[src/sv/fcc_pkg.sv]
// ----------------------------------------------------------------------------
// Frustum cull classify package
// Shared types, widths, stream field offsets and the signed multiply helper.
// ----------------------------------------------------------------------------
package fcc_pkg;

  // Number of frustum planes tested by default.
  localparam int unsigned NUM_PLANES_DEF = 6;

  // Pipeline depth: product, sum, extent product, plane test, output.
  localparam int unsigned NUM_STAGES = 5;

  localparam int unsigned COEF_W  = 16;  // one Q1.14 or Q11.4 word
  localparam int unsigned EXT_W   = 15;  // radius and half lengths
  localparam int unsigned OP_W    = 2;
  localparam int unsigned PROD_W  = 2 * COEF_W;
  localparam int unsigned DIST_W  = 34;  // center distance, 18 fraction bits
  localparam int unsigned NABS_W  = 32;  // |n . axis|, fits since 3 * 2^30 < 2^32
  localparam int unsigned HP_W    = NABS_W + EXT_W;
  localparam int unsigned HALF_W  = HP_W + 2;
  localparam int unsigned SPH_W   = DIST_W + 1;
  localparam int unsigned CMP_W   = HALF_W + 2;
  localparam int unsigned FRAC_SH = 14;  // aligns Q11.4 or Q1.14 terms

  // Configuration port.
  localparam int unsigned CFG_IDX_W  = 3;
  localparam int unsigned CFG_DATA_W = 64;

  // Input stream packing, lowest bit first.
  localparam int unsigned POS_LSB     = 0;
  localparam int unsigned RAD_LSB     = 48;
  localparam int unsigned AXIS_LSB    = 63;
  localparam int unsigned AXIS_W      = 3 * COEF_W;
  localparam int unsigned EXT_LSB     = AXIS_LSB + 3 * AXIS_W;
  localparam int unsigned TDATA_IN_W  = 256;
  localparam int unsigned TDATA_OUT_W = 8;

  typedef logic signed [COEF_W-1:0] coef_t;
  typedef coef_t [2:0] vec_t;               // [0] x or a, [1] y or b, [2] z or c

  typedef struct packed {
    coef_t d;
    vec_t  n;
  } plane_t;

  typedef enum logic [OP_W-1:0] {
    OP_POINT  = 2'd0,
    OP_SPHERE = 2'd1,
    OP_BOX    = 2'd2
  } op_e;

  typedef struct packed {
    logic [NUM_STAGES-1:0] en;         // stage k captures its next item
    logic                  out_valid;
  } pipe_ctl_t;

  function automatic logic signed [PROD_W-1:0] smul(coef_t a, coef_t b);
    smul = PROD_W'(a) * PROD_W'(b);
  endfunction

endpackage

[src/sv/fcc_ctrl.sv]
// ----------------------------------------------------------------------------
// Frustum cull pipeline control
// Per-stage valid bits and stage enables; a stage moves when it is empty or
// when the stage after it moves, so bubbles collapse under back pressure.
// ----------------------------------------------------------------------------
module fcc_ctrl (
  input  logic               clk_i,
  input  logic               rst_ni,
  input  logic               s_valid_i,
  input  logic               m_ready_i,
  output fcc_pkg::pipe_ctl_t ctl_o
);
  import fcc_pkg::*;

  logic [NUM_STAGES-1:0] valid_q, valid_d;
  logic [NUM_STAGES-1:0] en;

  always_comb begin
    en[NUM_STAGES-1] = !valid_q[NUM_STAGES-1] || m_ready_i;
    for (int k = NUM_STAGES - 2; k >= 0; k--) begin
      en[k] = !valid_q[k] || en[k+1];
    end
    valid_d = valid_q;
    if (en[0]) begin
      valid_d[0] = s_valid_i;
    end
    for (int k = 1; k < NUM_STAGES; k++) begin
      if (en[k]) begin
        valid_d[k] = valid_q[k-1];
      end
    end
  end

  always_ff @(posedge clk_i or negedge rst_ni) begin
    if (!rst_ni) begin
      valid_q <= '0;
    end else begin
      valid_q <= valid_d;
    end
  end

  assign ctl_o.en        = en;
  assign ctl_o.out_valid = valid_q[NUM_STAGES-1];

endmodule

[config.mk]
export PLATFORM = sky130hd
export DESIGN_NAME = fcc_ctrl
export DESIGN_NICKNAME = d
export VERILOG_FILES = /design/src/sv/fcc_pkg.sv /design/src/sv/fcc_ctrl.sv
export SDC_FILE = /design/constraint.sdc
export NUM_CORES = 1
export LEC_CHECK = 0
export BUFFER_PORTS_ARGS = -buffer_cell sky130_fd_sc_hd__buf_4
export CAP_MARGIN = 40
export CORE_AREA = 2 2 39 41
export CTS_BUF_LIST = sky130_fd_sc_hd__clkbuf_16
export DETAILED_ROUTE_END_ITERATION = 12
export DIE_AREA = 0 0 41 43
export GPL_TIMING_DRIVEN = 0
export HOLD_SLACK_MARGIN = 0.03
export PLACE_DENSITY = 0.38
export REMOVE_ABC_BUFFERS = 1
export SETUP_SLACK_MARGIN = 0.15
export SLEW_MARGIN = 20
export SYNTH_ARGS = -nofsm -noshare
export SYNTH_HDL_FRONTEND = slang
export SYNTH_SLANG_ARGS = --single-unit
[constraint.sdc]
create_clock -name clk_i -period 1 [get_ports clk_i]
set_input_delay 0.2 -clock clk_i [delete_from_list [all_inputs] [get_ports clk_i]]
set_output_delay 0.2 -clock clk_i [all_outputs]
set_load 0.02 [all_outputs]
==> run_results.csv <==
group,metric,value,unit
outcome,status,"complete, but fails checks",
outcome,violations,"setup timing",
critical_path,cp-end-kind,"output port",
cts,clockBufferDepth,2,
critical_path,cp.required,0.80,ns
timing,whs,0.164,ns
timing,finalCritPeriodShare,130,%
cells_and_area,top_register,"valid_q",
yosys,ys_warn_count,0,
timing,skew,0.000171,ns
cells_and_area,drive_gt1_share,62.2,%
timing,hold_violations,0,
drt,drtPass1Iterations,2,
yosys,syn_inst,18,
cts,cts_inserted_buffers,3,
cells_and_area,ff_latch_area,125,um^2
yosys,ys_top_cells_by_area,"dfrtp_1 (58%), nand2b_1 (8.7%), buf_6 (5.2%)",
timing,min_period,1.30,ns
pwr,power_density,2330,mW/mm^2
cells_and_area,area_delta_synth_final,123,%
timing,drv_slew,0,
drt,avgRoutedWirePerCell,10.4,um
cts,cts_tree,"built",
floorplan,start_util,15.6,%
timing,slew_headroom,87.9,%
floorplan,die_x,41,um
global_routing,antenna_found_initial,0,
placed_design,place_hpwl,300,um
yosys,synth.distinct_cells,12,
critical_path,cp.arrival,1.10,ns
critical_path,critPathKind,"reg -> out",
placed_design,place_congestion,0.588,
timing,rsz0062_at_grt,"yes",
yosys,yosys.area.top_type,"dfrtp_1",
drt,finalWirelength,550,um
timing,setup_ws,-0.301,ns
drt,vias,206,
global_routing,grt_max_degree,6,
yosys,synth_flop_cell,"dfrtp_1",
placed_design,numPortBuffers,9,
pwr,ir_worst_vdd,1.72,mV
timing,setup_viol,10,
cts,cts.sinks,5,
critical_path,path_max_fanout,4,
cells_and_area,finalNetCount,42,
critical_path,start_kind,"register",
timing,tns,-1.79,ns
floorplan,core,0.00138,mm^2
timing,worst_pin_slew,0.182,ns
drt,drt-initial-drc-count,2,
cells_and_area,largestRegisters,"valid_q x5",
min_path,min_path_type,"in -> reg",
timing,fmax,768,MHz
pwr,total_power,1120,uW
drt,via_per_inst,3.89,
cts,root_buffer,"clkbuf_16",
global_routing,grt_pass1_wl,890,um
drt,drtAntennaViolNets,0,
yosys,yosys_register_bits,5,
yosys,ys_seq_area_share,58.1,%
yosys,yosysTopAreaCellShare,58.1,%
cts,cts.clk_slew.worst_paths,0.03,ns
global_routing,grt-ovfl-total,0,
cells_and_area,multi_input_area,83.8,um^2
yosys,async_flop_share,100,%
yosys,synth_common_cells,"dfrtp_1 (5), nand2b_1 (3)",
flow_run,cap_violations,0,
yosys,synth-edff-count,0,
yosys,synth_area_per_cell,12.0,um^2
cells_and_area,largest_reg_flops,5,
yosys,syn-cell-area,215,um^2
floorplan,std_cell_rows,14,
cts,cts_max_level,1,
floorplan,io_pins,10,
cells_and_area,insertedDiodeCount,0,
placed_design,dpl_worst_slack,-0.137,ns
cells_and_area,num-fill-cells,138,
drt,drcViolationCount,0,
yosys,yosysMostFrequentCell,"dfrtp_1",
pwr,p_leak,0.000226,uW
cts,clk_latency,0.22,ns
floorplan,die_area,0.00176,mm^2
global_routing,track_usage,7.77,%
floorplan,fp.dieH,43,um
global_routing,grt_pass1_vias,233,
cell usage in the layout (no fill, tap or decap), drive strengths merged:
| master | n |
|---|---|
| a31o | 1 |
| nand2 | 1 |
| nand3b | 1 |
| clkbuf | 3 |
| or2 | 1 |
| dfrtp | 5 |
| buf | 16 |
| nand3 | 1 |
| inv | 2 |
| and4b | 1 |
| nand2b | 3 |
| a21o | 1 |
| dlygate4sd3 | 1 |
layout make-up:
class / instances / area share (%)
inverters: 1 / 0.783
clock buffers: 3 / 15.7
well taps: 16 / 4.18
flip-flops and latches: 5 / 26.1
clock inverters: 1 / 0.783
repair buffers: 17 / 35.0
multi-input cells: 10 / 17.5
critical path, cell delays in order, from the launching register on:
cell	delay, ns
dfrtp_1	0.35
and4b_2	0.30
nand3_2	0.09
buf_6	0.14
cell families (layout without fill, tap and decap cells):
family,count (synthesis),after routing,share of synthesized area [%]
flip-flops,5,5,58.1
AND/OR/NAND/NOR,8,8,23.8
AO/OA/AOI/OAI,2,2,7.56
buffers and inverters,3,22,10.5
final timing paths:
path,start,endpoint,slack (ns),depth (start not counted)
max in group asynchronous,rst_ni,valid_q[0],0.57,2
min,s_valid_i,valid_q[0],0.16,2
max,valid_q[4],ctl_o[1],-0.30,3
max reg2reg,valid_q[4],valid_q[2],-0.23,4
min in group asynchronous,rst_ni,valid_q[4],0.32,2
min reg2reg,valid_q[2],valid_q[3],0.45,1
metrics by stage:
step | utilization [%] | area, um^2 | std cells
6_report | 34.6 | 479 | 53
5_1_grt | 34.6 | 479 | 53
4_1_cts | 34.4 | 475 | 53
3_5_place_dp | 20.5 | 284 | 41
3_3_place_gp | 20.5 | 284 | 41
2_1_floorplan | - | 196 | 16
what timing repair did:
action                     CTS  global route
hold buffers                 1             0
setup buffers                7             0
cloned                       0             0
setup endpoints to repair    9            11
pin swaps                    3             1
hold endpoints to repair     5             0
gates resized for setup     13             1
power breakdown:
part,internal (uW),switching (uW)
combinational,137,95.7
sequential,227,18.5
clock,517,122
metal layers:
layer / GRT usage, % / vias to the layer above / routed length, um
li1: - / 96 / -
met1: 7.52 / 98 / 205
met2: 12.2 / 12 / 282
met3: 6.28 / 0 / 61
met4: 2.00 / 0 / 0
met5: 0 / - / 0
No activity file was read; power rests on OpenSTA's default activity.
